[src/rtl/wwvb_time_code_frame_encoder_defines.svh]
// ----------------------------------------------------------------------------
// WWVB frame encoder assertion macros
// Shared property wrappers for the encoder's concurrent checks.
// ----------------------------------------------------------------------------
`ifndef WWVB_TIME_CODE_FRAME_ENCODER_DEFINES_SVH
`define WWVB_TIME_CODE_FRAME_ENCODER_DEFINES_SVH

// same-cycle implication
`define WTC_ASSERT_SAME(lbl, clk, rst, ante, cons, msg) \
   lbl: assert property (@(posedge clk) disable iff (rst) (ante) |-> (cons)) else $error(msg);

// next-cycle implication
`define WTC_ASSERT_NEXT(lbl, clk, rst, ante, cons, msg) \
   lbl: assert property (@(posedge clk) disable iff (rst) (ante) |=> (cons)) else $error(msg);

`endif

[src/rtl/wtc_pkg.sv]
// ----------------------------------------------------------------------------
// WWVB time code package
// Types, constants and helper functions shared by the frame encoder.
// ----------------------------------------------------------------------------
package wtc_pkg;

   localparam int FRAME_LEN   = 60;
   localparam int IDX_W       = 6;
   localparam int MS_W        = 10;
   localparam int QUEUE_DEPTH = 2;

   localparam logic [IDX_W-1:0] LAST_SEC = 6'd59;

   // year / 100 as (year * 5243) >> 19, exact for 14-bit years
   localparam int YEAR_W      = 14;
   localparam int RECIP_PROD_W = 27;
   localparam int RECIP_SHIFT = 19;
   localparam int CENT_W      = 8;
   localparam logic [RECIP_PROD_W-1:0] YEAR_RECIP = 27'd5243;

   localparam logic [MS_W-1:0] MS_SHORT = 10'd200;
   localparam logic [MS_W-1:0] MS_HALF  = 10'd500;
   localparam logic [MS_W-1:0] MS_LONG  = 10'd800;

   typedef enum logic [1:0] {
      SYM_ZERO = 2'd0,
      SYM_ONE  = 2'd1,
      SYM_MARK = 2'd2
   } symbol_type;

   typedef struct packed {
      logic                 valid;
      logic [FRAME_LEN-1:0] ones;
   } frame_type;

   function automatic logic [8:0] days_before(input logic [3:0] month);
      logic [8:0] d;
      case (month)
         4'd0:    d = 9'd0;
         4'd1:    d = 9'd31;
         4'd2:    d = 9'd59;
         4'd3:    d = 9'd90;
         4'd4:    d = 9'd120;
         4'd5:    d = 9'd151;
         4'd6:    d = 9'd181;
         4'd7:    d = 9'd212;
         4'd8:    d = 9'd243;
         4'd9:    d = 9'd273;
         4'd10:   d = 9'd304;
         default: d = 9'd334;
      endcase
      return d;
   endfunction

   // tens digit of a 7-bit value by threshold count
   function automatic logic [3:0] div10(input logic [6:0] x);
      logic [3:0] t;
      t = 4'd0;
      for (int k = 1; k <= 12; k++) begin
         if (x >= 7'(10 * k)) begin
            t = t + 4'd1;
         end
      end
      return t;
   endfunction

   function automatic logic is_marker(input logic [IDX_W-1:0] sec);
      return (sec == 6'd0) || (sec == 6'd9) || (sec == 6'd19) || (sec == 6'd29) ||
             (sec == 6'd39) || (sec == 6'd49) || (sec == 6'd59);
   endfunction

endpackage

[src/rtl/wtc_front.sv]
// ----------------------------------------------------------------------------
// WWVB front end
// Accepts a UTC time, derives BCD fields, day of year and leap flag over two
// register stages, and pushes a 60-bit map of one-valued seconds.
// ----------------------------------------------------------------------------
module wtc_front (
   input  logic                          clock,
   input  logic                          reset,
   input  logic                          req_tvalid,
   output logic                          req_tready,
   input  logic [39:0]                   req_tdata,
   output wtc_pkg::frame_type            push,
   input  logic                          queue_full
);

   // stage 1
   logic                          s1_valid_ff;
   logic [wtc_pkg::CENT_W-1:0]    s1_cent_ff, s1_cent_in;
   logic [wtc_pkg::YEAR_W-1:0]    s1_year_ff;
   logic [8:0]                    s1_doy_base_ff, s1_doy_base_in;
   logic                          s1_past_feb_ff, s1_past_feb_in;
   logic [5:0]                    s1_minute_ff;
   logic [4:0]                    s1_hour_ff;
   logic [1:0]                    s1_dst_ff;
   // stage 2
   logic                          s2_valid_ff;
   logic [6:0]                    s2_yy_ff, s2_yy_in;
   logic                          s2_leap_ff, s2_leap_in;
   logic [8:0]                    s2_doy_ff, s2_doy_in;
   logic [5:0]                    s2_minute_ff;
   logic [4:0]                    s2_hour_ff;
   logic [1:0]                    s2_dst_ff;

   logic en1, en2, push_ok;

   logic [5:0]                         in_minute;
   logic [4:0]                         in_hour;
   logic [3:0]                         in_month, month_clamp;
   logic [4:0]                         in_day;
   logic [wtc_pkg::YEAR_W-1:0]         in_year;
   logic [1:0]                         in_dst;
   logic [wtc_pkg::RECIP_PROD_W-1:0]   recip_prod;
   logic [wtc_pkg::YEAR_W:0]           cent_x100, year_rem;

   assign in_minute = req_tdata[5:0];
   assign in_hour   = req_tdata[10:6];
   assign in_month  = req_tdata[14:11];
   assign in_day    = req_tdata[19:15];
   assign in_year   = req_tdata[33:20];
   assign in_dst    = req_tdata[35:34];

   assign push_ok    = s2_valid_ff && !queue_full;
   assign en2        = !s2_valid_ff || push_ok;
   assign en1        = !s1_valid_ff || en2;
   assign req_tready = en1;

   always_comb begin
      month_clamp     = (in_month > 4'd11) ? 4'd11 : in_month;
      recip_prod      = wtc_pkg::RECIP_PROD_W'(in_year) * wtc_pkg::YEAR_RECIP;
      s1_cent_in      = recip_prod[wtc_pkg::RECIP_PROD_W-1:wtc_pkg::RECIP_SHIFT];
      s1_doy_base_in  = wtc_pkg::days_before(month_clamp) + 9'(in_day);
      s1_past_feb_in  = (month_clamp > 4'd1);
   end

   always_comb begin
      cent_x100  = (wtc_pkg::YEAR_W+1)'(s1_cent_ff) * (wtc_pkg::YEAR_W+1)'(100);
      year_rem   = (wtc_pkg::YEAR_W+1)'(s1_year_ff) - cent_x100;
      s2_yy_in   = year_rem[6:0];
      // divisible by 100: leap only when the century count is divisible by 4
      s2_leap_in = (s2_yy_in == 7'd0) ? (s1_cent_ff[1:0] == 2'b00)
                                      : (s1_year_ff[1:0] == 2'b00);
      s2_doy_in  = s1_doy_base_ff + 9'(s1_past_feb_ff && s2_leap_in);
   end

   always_ff @(posedge clock) begin
      if (reset) begin
         s1_valid_ff <= 1'b0;
         s2_valid_ff <= 1'b0;
      end else begin
         if (en1) begin
            s1_valid_ff <= req_tvalid;
         end
         if (en2) begin
            s2_valid_ff <= s1_valid_ff;
         end
      end
   end

   always_ff @(posedge clock) begin
      if (en1 && req_tvalid) begin
         s1_cent_ff     <= s1_cent_in;
         s1_year_ff     <= in_year;
         s1_doy_base_ff <= s1_doy_base_in;
         s1_past_feb_ff <= s1_past_feb_in;
         s1_minute_ff   <= in_minute;
         s1_hour_ff     <= in_hour;
         s1_dst_ff      <= in_dst;
      end
      if (en2 && s1_valid_ff) begin
         s2_yy_ff     <= s2_yy_in;
         s2_leap_ff   <= s2_leap_in;
         s2_doy_ff    <= s2_doy_in;
         s2_minute_ff <= s1_minute_ff;
         s2_hour_ff   <= s1_hour_ff;
         s2_dst_ff    <= s1_dst_ff;
      end
   end

   // digit split and frame map
   logic [3:0] min_tens, min_ones, hr_tens, hr_ones;
   logic [1:0] doy_hund;
   logic [6:0] doy_rem;
   logic [3:0] doy_tens, doy_ones, yy_tens, yy_ones;
   logic [8:0] doy_hund_x100;
   logic [wtc_pkg::FRAME_LEN-1:0] ones;

   always_comb begin
      min_tens = wtc_pkg::div10({1'b0, s2_minute_ff});
      min_ones = 4'(7'({1'b0, s2_minute_ff}) - 7'(min_tens) * 7'd10);
      hr_tens  = wtc_pkg::div10({2'b00, s2_hour_ff});
      hr_ones  = 4'(7'({2'b00, s2_hour_ff}) - 7'(hr_tens) * 7'd10);

      if (s2_doy_ff >= 9'd300) begin
         doy_hund = 2'd3;
      end else if (s2_doy_ff >= 9'd200) begin
         doy_hund = 2'd2;
      end else if (s2_doy_ff >= 9'd100) begin
         doy_hund = 2'd1;
      end else begin
         doy_hund = 2'd0;
      end
      doy_hund_x100 = 9'(doy_hund) * 9'd100;
      doy_rem  = 7'(s2_doy_ff - doy_hund_x100);
      doy_tens = wtc_pkg::div10(doy_rem);
      doy_ones = 4'(doy_rem - 7'(doy_tens) * 7'd10);

      yy_tens  = wtc_pkg::div10(s2_yy_ff);
      yy_ones  = 4'(s2_yy_ff - 7'(yy_tens) * 7'd10);

      ones = '0;
      // most significant weight in the earliest second
      ones[1]  = min_tens[2];
      ones[2]  = min_tens[1];
      ones[3]  = min_tens[0];
      ones[5]  = min_ones[3];
      ones[6]  = min_ones[2];
      ones[7]  = min_ones[1];
      ones[8]  = min_ones[0];
      ones[12] = hr_tens[1];
      ones[13] = hr_tens[0];
      ones[15] = hr_ones[3];
      ones[16] = hr_ones[2];
      ones[17] = hr_ones[1];
      ones[18] = hr_ones[0];
      ones[22] = doy_hund[1];
      ones[23] = doy_hund[0];
      ones[25] = doy_tens[3];
      ones[26] = doy_tens[2];
      ones[27] = doy_tens[1];
      ones[28] = doy_tens[0];
      ones[30] = doy_ones[3];
      ones[31] = doy_ones[2];
      ones[32] = doy_ones[1];
      ones[33] = doy_ones[0];
      // UT1 sign positive, correction zero
      ones[36] = 1'b1;
      ones[38] = 1'b1;
      ones[45] = yy_tens[3];
      ones[46] = yy_tens[2];
      ones[47] = yy_tens[1];
      ones[48] = yy_tens[0];
      ones[50] = yy_ones[3];
      ones[51] = yy_ones[2];
      ones[52] = yy_ones[1];
      ones[53] = yy_ones[0];
      ones[55] = s2_leap_ff;
      ones[57] = s2_dst_ff[1];
      ones[58] = s2_dst_ff[0];

      push.valid = push_ok;
      push.ones  = ones;
   end

endmodule

[src/rtl/wtc_queue.sv]
// ----------------------------------------------------------------------------
// WWVB frame queue
// Short FIFO of frame maps between the front end and the symbol sequencer.
// ----------------------------------------------------------------------------
module wtc_queue #(
   parameter int DEPTH = wtc_pkg::QUEUE_DEPTH
) (
   input  logic               clock,
   input  logic               reset,
   input  wtc_pkg::frame_type push,
   output logic               full,
   output wtc_pkg::frame_type head,
   input  logic               pop
);

   localparam int PTR_W = $clog2(DEPTH);
   localparam int CNT_W = $clog2(DEPTH + 1);

   logic [wtc_pkg::FRAME_LEN-1:0] mem_ff [DEPTH];
   logic [PTR_W-1:0]              wr_ptr_ff, wr_ptr_in;
   logic [PTR_W-1:0]              rd_ptr_ff, rd_ptr_in;
   logic [CNT_W-1:0]              count_ff, count_in;
   logic                          do_push, do_pop;

   assign full     = (count_ff == CNT_W'(DEPTH));
   assign do_push  = push.valid && !full;
   assign do_pop   = pop && (count_ff != '0);

   assign head.valid = (count_ff != '0);
   assign head.ones  = mem_ff[rd_ptr_ff];

   always_comb begin
      wr_ptr_in = wr_ptr_ff;
      rd_ptr_in = rd_ptr_ff;
      count_in  = count_ff;
      if (do_push) begin
         wr_ptr_in = (wr_ptr_ff == PTR_W'(DEPTH - 1)) ? '0 : wr_ptr_ff + 1'b1;
      end
      if (do_pop) begin
         rd_ptr_in = (rd_ptr_ff == PTR_W'(DEPTH - 1)) ? '0 : rd_ptr_ff + 1'b1;
      end
      if (do_push && !do_pop) begin
         count_in = count_ff + 1'b1;
      end else if (do_pop && !do_push) begin
         count_in = count_ff - 1'b1;
      end
   end

   always_ff @(posedge clock) begin
      if (reset) begin
         wr_ptr_ff <= '0;
         rd_ptr_ff <= '0;
         count_ff  <= '0;
      end else begin
         wr_ptr_ff <= wr_ptr_in;
         rd_ptr_ff <= rd_ptr_in;
         count_ff  <= count_in;
      end
   end

   always_ff @(posedge clock) begin
      if (do_push) begin
         mem_ff[wr_ptr_ff] <= push.ones;
      end
   end

endmodule

[src/rtl/wtc_back.sv]
// ----------------------------------------------------------------------------
// WWVB symbol sequencer
// Walks the head frame map second by second and drives the result register.
// ----------------------------------------------------------------------------
module wtc_back (
   input  logic                        clock,
   input  logic                        reset,
   input  wtc_pkg::frame_type          head,
   output logic                        pop,
   output logic                        rsp_tvalid,
   input  logic                        rsp_tready,
   output logic [31:0]                 rsp_tdata,
   output logic                        rsp_tlast
);

   logic [wtc_pkg::IDX_W-1:0] sec_ff, sec_in;
   logic                      valid_ff, valid_in;
   logic [wtc_pkg::IDX_W-1:0] idx_ff;
   wtc_pkg::symbol_type       sym_ff, sym_in;
   logic [wtc_pkg::MS_W-1:0]  low_ff, low_in, high_ff, high_in;
   logic                      last_ff;
   logic                      load, emit;

   assign load = !valid_ff || rsp_tready;
   assign emit = load && head.valid;
   assign pop  = emit && (sec_ff == wtc_pkg::LAST_SEC);

   always_comb begin
      valid_in = load ? head.valid : valid_ff;
      sec_in   = sec_ff;
      if (emit) begin
         sec_in = (sec_ff == wtc_pkg::LAST_SEC) ? '0 : sec_ff + 1'b1;
      end

      if (wtc_pkg::is_marker(sec_ff)) begin
         sym_in = wtc_pkg::SYM_MARK;
      end else if (head.ones[sec_ff]) begin
         sym_in = wtc_pkg::SYM_ONE;
      end else begin
         sym_in = wtc_pkg::SYM_ZERO;
      end

      unique case (sym_in)
         wtc_pkg::SYM_MARK: begin
            low_in  = wtc_pkg::MS_LONG;
            high_in = wtc_pkg::MS_SHORT;
         end
         wtc_pkg::SYM_ONE: begin
            low_in  = wtc_pkg::MS_HALF;
            high_in = wtc_pkg::MS_HALF;
         end
         default: begin
            low_in  = wtc_pkg::MS_SHORT;
            high_in = wtc_pkg::MS_LONG;
         end
      endcase
   end

   always_ff @(posedge clock) begin
      if (reset) begin
         sec_ff   <= '0;
         valid_ff <= 1'b0;
      end else begin
         sec_ff   <= sec_in;
         valid_ff <= valid_in;
      end
   end

   always_ff @(posedge clock) begin
      if (emit) begin
         idx_ff  <= sec_ff;
         sym_ff  <= sym_in;
         low_ff  <= low_in;
         high_ff <= high_in;
         last_ff <= (sec_ff == wtc_pkg::LAST_SEC);
      end
   end

   assign rsp_tvalid = valid_ff;
   assign rsp_tdata  = {4'b0000, high_ff, low_ff, sym_ff, idx_ff};
   assign rsp_tlast  = last_ff;

endmodule

[src/rtl/wwvb_time_code_frame_encoder.sv]
// A time passes front-end stages 1 and 2 and the frame queue into the result
// register. Throughput: 60 result items per input item, one per cycle while
// rsp_tready is high; the symbol sequencer walking seconds 0..59 sets the rate.
// The front end and a 2-deep frame queue take the next times meanwhile.
// Reset (synchronous, active high) empties the pipeline and queue and
// restarts the sequencer at second 0.
// ----------------------------------------------------------------------------
// WWVB time code frame encoder
// Turns one UTC time into the 60 amplitude-modulated symbols of a frame.
// ----------------------------------------------------------------------------
`include "wwvb_time_code_frame_encoder_defines.svh"

module wwvb_time_code_frame_encoder #(
   parameter int QUEUE_DEPTH = wtc_pkg::QUEUE_DEPTH
) (
   input  logic        clock,
   input  logic        reset,
   input  logic        req_tvalid,
   output logic        req_tready,
   // minute_val[5:0], hour_val[10:6], month_index[14:11], day_of_month[19:15],
   // full_year[33:20], dst_status[35:34], zero fill [39:36]
   input  logic [39:0] req_tdata,
   output logic        rsp_tvalid,
   input  logic        rsp_tready,
   // second_index[5:0], symbol[7:6], low_ms[17:8], high_ms[27:18], zero fill [31:28]
   output logic [31:0] rsp_tdata,
   output logic        rsp_tlast
);

   wtc_pkg::frame_type push, head;
   logic               queue_full, pop;

   wtc_front u_front (
      .clock      (clock),
      .reset      (reset),
      .req_tvalid (req_tvalid),
      .req_tready (req_tready),
      .req_tdata  (req_tdata),
      .push       (push),
      .queue_full (queue_full)
   );

   wtc_queue #(
      .DEPTH (QUEUE_DEPTH)
   ) u_queue (
      .clock (clock),
      .reset (reset),
      .push  (push),
      .full  (queue_full),
      .head  (head),
      .pop   (pop)
   );

   wtc_back u_back (
      .clock      (clock),
      .reset      (reset),
      .head       (head),
      .pop        (pop),
      .rsp_tvalid (rsp_tvalid),
      .rsp_tready (rsp_tready),
      .rsp_tdata  (rsp_tdata),
      .rsp_tlast  (rsp_tlast)
   );

   `WTC_ASSERT_SAME(a_last_at_end, clock, reset, rsp_tvalid && rsp_tlast, rsp_tdata[5:0] == wtc_pkg::LAST_SEC, "tlast not on second 59")

   `WTC_ASSERT_NEXT(a_frame_continues, clock, reset, rsp_tvalid && rsp_tready && !rsp_tlast, rsp_tvalid && (rsp_tdata[5:0] == $past(rsp_tdata[5:0]) + 6'd1), "frame symbols not contiguous")

   `WTC_ASSERT_SAME(a_marker_pos, clock, reset, rsp_tvalid, (rsp_tdata[7:6] == wtc_pkg::SYM_MARK) == wtc_pkg::is_marker(rsp_tdata[5:0]), "marker at wrong second")

endmodule
[config.mk]
export PLATFORM = sky130hd
export DESIGN_NAME = wwvb_time_code_frame_encoder
export DESIGN_NICKNAME = d
export VERILOG_FILES = /design/src/rtl/wtc_pkg.sv /design/src/rtl/wtc_front.sv /design/src/rtl/wtc_queue.sv /design/src/rtl/wtc_back.sv /design/src/rtl/wwvb_time_code_frame_encoder.sv
export VERILOG_INCLUDE_DIRS = /design/src /design/src/rtl
export SDC_FILE = /design/constraint.sdc
export NUM_CORES = 1
export LEC_CHECK = 0
export ABC_CLOCK_PERIOD_IN_PS = 12750
export BUFFER_PORTS_ARGS = -buffer_cell sky130_fd_sc_hd__buf_2
export CAP_MARGIN = 20
export CORE_AREA = 3 3 188 190
export CTS_CLUSTER_SIZE = 25
export DETAILED_ROUTE_END_ITERATION = 16
export DIE_AREA = 0 0 191 193
export PLACE_DENSITY_LB_ADDON = 0.3
export SLEW_MARGIN = 15
export SYNTH_ARGS = -nofsm -noshare
export SYNTH_HDL_FRONTEND = slang
export SYNTH_HIERARCHICAL = 1
export SYNTH_SLANG_ARGS = --single-unit
[constraint.sdc]
create_clock -name clock -period 12.75 [get_ports clock]
set_input_delay 2.55 -clock clock [delete_from_list [all_inputs] [get_ports clock]]
set_output_delay 2.55 -clock clock [all_outputs]
set_load 0.02 [all_outputs]
==> flow_summary.yaml <==
cells_and_area:
  fill_cells: 2949
  n_antenna_cell: 0
  register_area_um2: 6197
  multi_input_area_um2: 7746
  drive_gt1_share_pct: 16.78
  layout.nets: 1574
  mostFrequentLayoutCells: "edfxtp_1 (197), inv_1 (174), ha_1 (144)"
  mostFrequentLayoutCell: "edfxtp_1"
  layout.cells.non_filler: 1783
  area_growth_pct: 8.295
critical_path:
  critPathCaptureType: "flop"
  cp-start-kind: "flop"
  cp_common_cell: "ha_1"
  slowest_delay_ps: 580
  cp_data_required_time_ps: 13000
  critical_path_class: "reg2reg"
  critPathArrivalTime_ps: 11030
  path_max_fanout: 13
  cp_slowest_cell: "edfxtp_1"
cts:
  cts_buffer_depth: 3
  cts.sinks: 211
  post_cts_buffers: 0
  ctsHoldBuffers: 0
  ctsResizeCount: 0
  clkLatencyLatePin_ps: 510
  cts_root_buf: "clkbuf_16"
  htreeDepth: 1
  cts_buffers: 24
  cts_tree: "yes"
  cts.clk_slew.worst_paths_ps: 60
floorplanning:
  die_y_um: 193
  num_io_pins: 79
  dieArea_um2: 36860
  initial_core_util_pct: 44.87
  die_w_um: 191
  rows: 67
  fp.coreArea_um2: 33620
power_and_ir_drop:
  sw_frac_of_total_pct: 38.53
  finalPower_w: 0.003941
  powerDensity_nw_per_um2: 241.2
  p_leak_nw: 6.734
  switching_power_w: 0.001518
  ir_drop_mv: 0.2188
  power.internal_w: 0.002422
  pwr-share-seq_pct: 26.3
  combPwrFrac_pct: 56.4
  power.share.clock_pct: 17.3
global_route:
  grt_pass1_wl_mm: 42.83
  grt.total_usage_pct: 13.99
  grt-ovfl-total: 0
  grt_max_degree: 61
  use_met1_pct: 18.64
  grt_util_met3_pct: 1.645
  grt_pass1_vias: 9040
  busiest_layer: "met2"
  antenna_found_initial: 0
  use_met2_pct: 25.01
synth:
  synth_flop_cell: "edfxtp_1"
  synth.distinct_cells: 85
  synth_seq_cells: 211
  synth_warnings: 6
  syn_area_um2: 15080
  syn_inst: 1275
  async_flop_share_pct: 0
  synth.yosys.seq_area_share_pct: 41.07
  synth_edf_count: 197
  postSynthAreaPerCell_um2: 11.83
place:
  dp_hpwl_mm: 18.54
  port_buffers: 66
  dp_cells: 1739
  routabilityCongestion: 0.7954
  post-place-ws_ps: 1993
timing:
  fin_crit_ps: 10780
  skew_ps: 8.875
  hold_viol: 0
  rsz0062_at_grt: "no"
  fmax_mhz: 92.73
  maxSlewViolCount: 0
  fin_crit_sh_pct: 84.58
  hold_slack_ps: 416.4
  fin_ws_ps: 1966
  setup_viol: 0
  slew_headroom_pct: 32.83
  worst_pin_slew_ps: 1008
  fin_setup_tns_ps: 0
route:
  viasPerCell: 5.015
  wl_mm: 25.07
  drc: 0
  final_antenna_net_count: 0
  wl_per_cell_um: 14.06
  drt_iter0_drc: 390
  vias: 8942
  drt-pass1-iter-count: 5
outcome:
  status: "complete, no violations"
worst_hold_path:
  min_path_type: "reg2reg"
run:
  max_cap_violations: 0
==> critical path, delay by kind of cell (launching register included) <==
kind | cells | cell delay (ps)
adder cells (fa/ha/maj) | 13 | 3950
AO/OA/AOI/OAI | 9 | 1810
flip-flops | 1 | 580
XOR/XNOR | 5 | 830
buffers and inverters | 2 | 160
multiplexers | 5 | 1420
AND/OR/NAND/NOR | 8 | 1750
==> metrics by stage <==
step / utilization [%] / area (um2)
6_report: 48.59 / 16340
3_5_place_dp: 46.19 / 15530
2_1_floorplan: - / 15200
5_1_grt: 48.59 / 16340
4_1_cts: 48.59 / 16340
3_3_place_gp: 46.19 / 15530
==> registers in the layout, indices dropped and copies added (netlist names), 4 cells and up, named ones only <==
signal / flops
u_front/s1_minute_ff: 6
u_front/s1_doy_base_ff: 9
u_queue/mem_ff: 120
u_front/s1_cent_ff: 5
u_front/s1_year_ff: 7
u_back/low_ff: 4
u_back/idx_ff: 6
u_front/s2_doy_ff: 9
u_front/s2_yy_ff: 7
u_front/s1_hour_ff: 5
u_front/s2_hour_ff: 5
u_back/sec_ff: 6
u_front/s2_minute_ff: 6
==> layer usage <==
| layer | part of all wire [%] | vias up |
|---|---|---|
| li1 | - | 4453 |
| met1 | 47 | 4316 |
| met2 | 48 | 143 |
| met3 | 3.3 | 30 |
| met4 | 1.6 | 0 |
| met5 | 0 | - |
==> cell families (layout without fill, tap and decap cells) <==
group / Yosys count / in the layout / synth area share, %
AOI/OAI and AO/OA: 152 / 152 / 6.694
xor gates and xnor gates: 103 / 103 / 6.370
adders and majority gates: 213 / 213 / 21.10
buffers and inverters: 261 / 290 / 8.436
DFF: 211 / 211 / 41.07
muxes: 100 / 100 / 8.319
other: 3 / 34 / 0.07465
and+or+nand+nor: 232 / 232 / 7.930
==> cell usage after synthesis, types with 7 or more instances <==
master	n	area [um2]
buf_2	13	65.06
ha_1	144	1802
nand4_1	11	68.82
xor2_1	25	219.0
nand3_1	19	95.09
fa_1	69	1381
or3_1	9	56.30
mux2i_1	14	140.1
nor2_1	61	229.0
or2_2	7	43.79
a31oi_1	8	50.05
xnor2_1	73	639.4
mux4_2	9	202.7
a21oi_1	38	190.2
and2_1	10	62.56
inv_1	175	656.9
nand2_1	53	198.9
edfxtp_1	197	5916
nor3_1	14	70.07
nor2b_1	9	56.30
buf_4	54	405.4
o21ai_0	32	160.2
clkbuf_1	10	37.54
dfxtp_1	14	280.3
nand2b_1	10	62.56
a21o_1	10	75.07
o31ai_1	7	52.55
a211oi_1	7	52.55
mux2_2	74	833.3
==> path summary, 6_finish.rpt <==
| path | slack, ps | end | startpoint | cells past startpoint |
|---|---|---|---|---|
| worst max-delay path | 1970 | u_queue/mem_ff[0][30] | u_front/s2_doy_ff[4] | 42 |
| worst min-delay path | 420 | u_front/s2_minute_ff[5] | u_front/s1_minute_ff[5] | 0 |
| worst max register to register | 1970 | u_queue/mem_ff[0][30] | u_front/s2_doy_ff[4] | 42 |
| worst min register to register | 420 | u_front/s2_minute_ff[5] | u_front/s1_minute_ff[5] | 0 |
==> cell type report <==
class | count | share of cell area [%]
clock buffers | 27 | 3.937
multi-input cells | 834 | 47.42
inverters | 175 | 4.021
well taps | 448 | 3.431
flip-flops and latches | 211 | 37.94
clock inverters | 17 | 1.003
repair buffers | 71 | 2.252
==> power by group through the flow <==
stage          Combinational [W]  Clock (W)  Sequential [W]
2_1_floorplan            0.00185          0         0.00103
3_3_place_gp             0.00216          0         0.00105
3_5_place_dp             0.00223          0         0.00105
4_1_cts                  0.00226   0.000702         0.00104
5_1_grt                  0.00256   0.000730         0.00104
6_report                 0.00222   0.000682         0.00103
No activity file was read; power rests on OpenSTA's default activity.
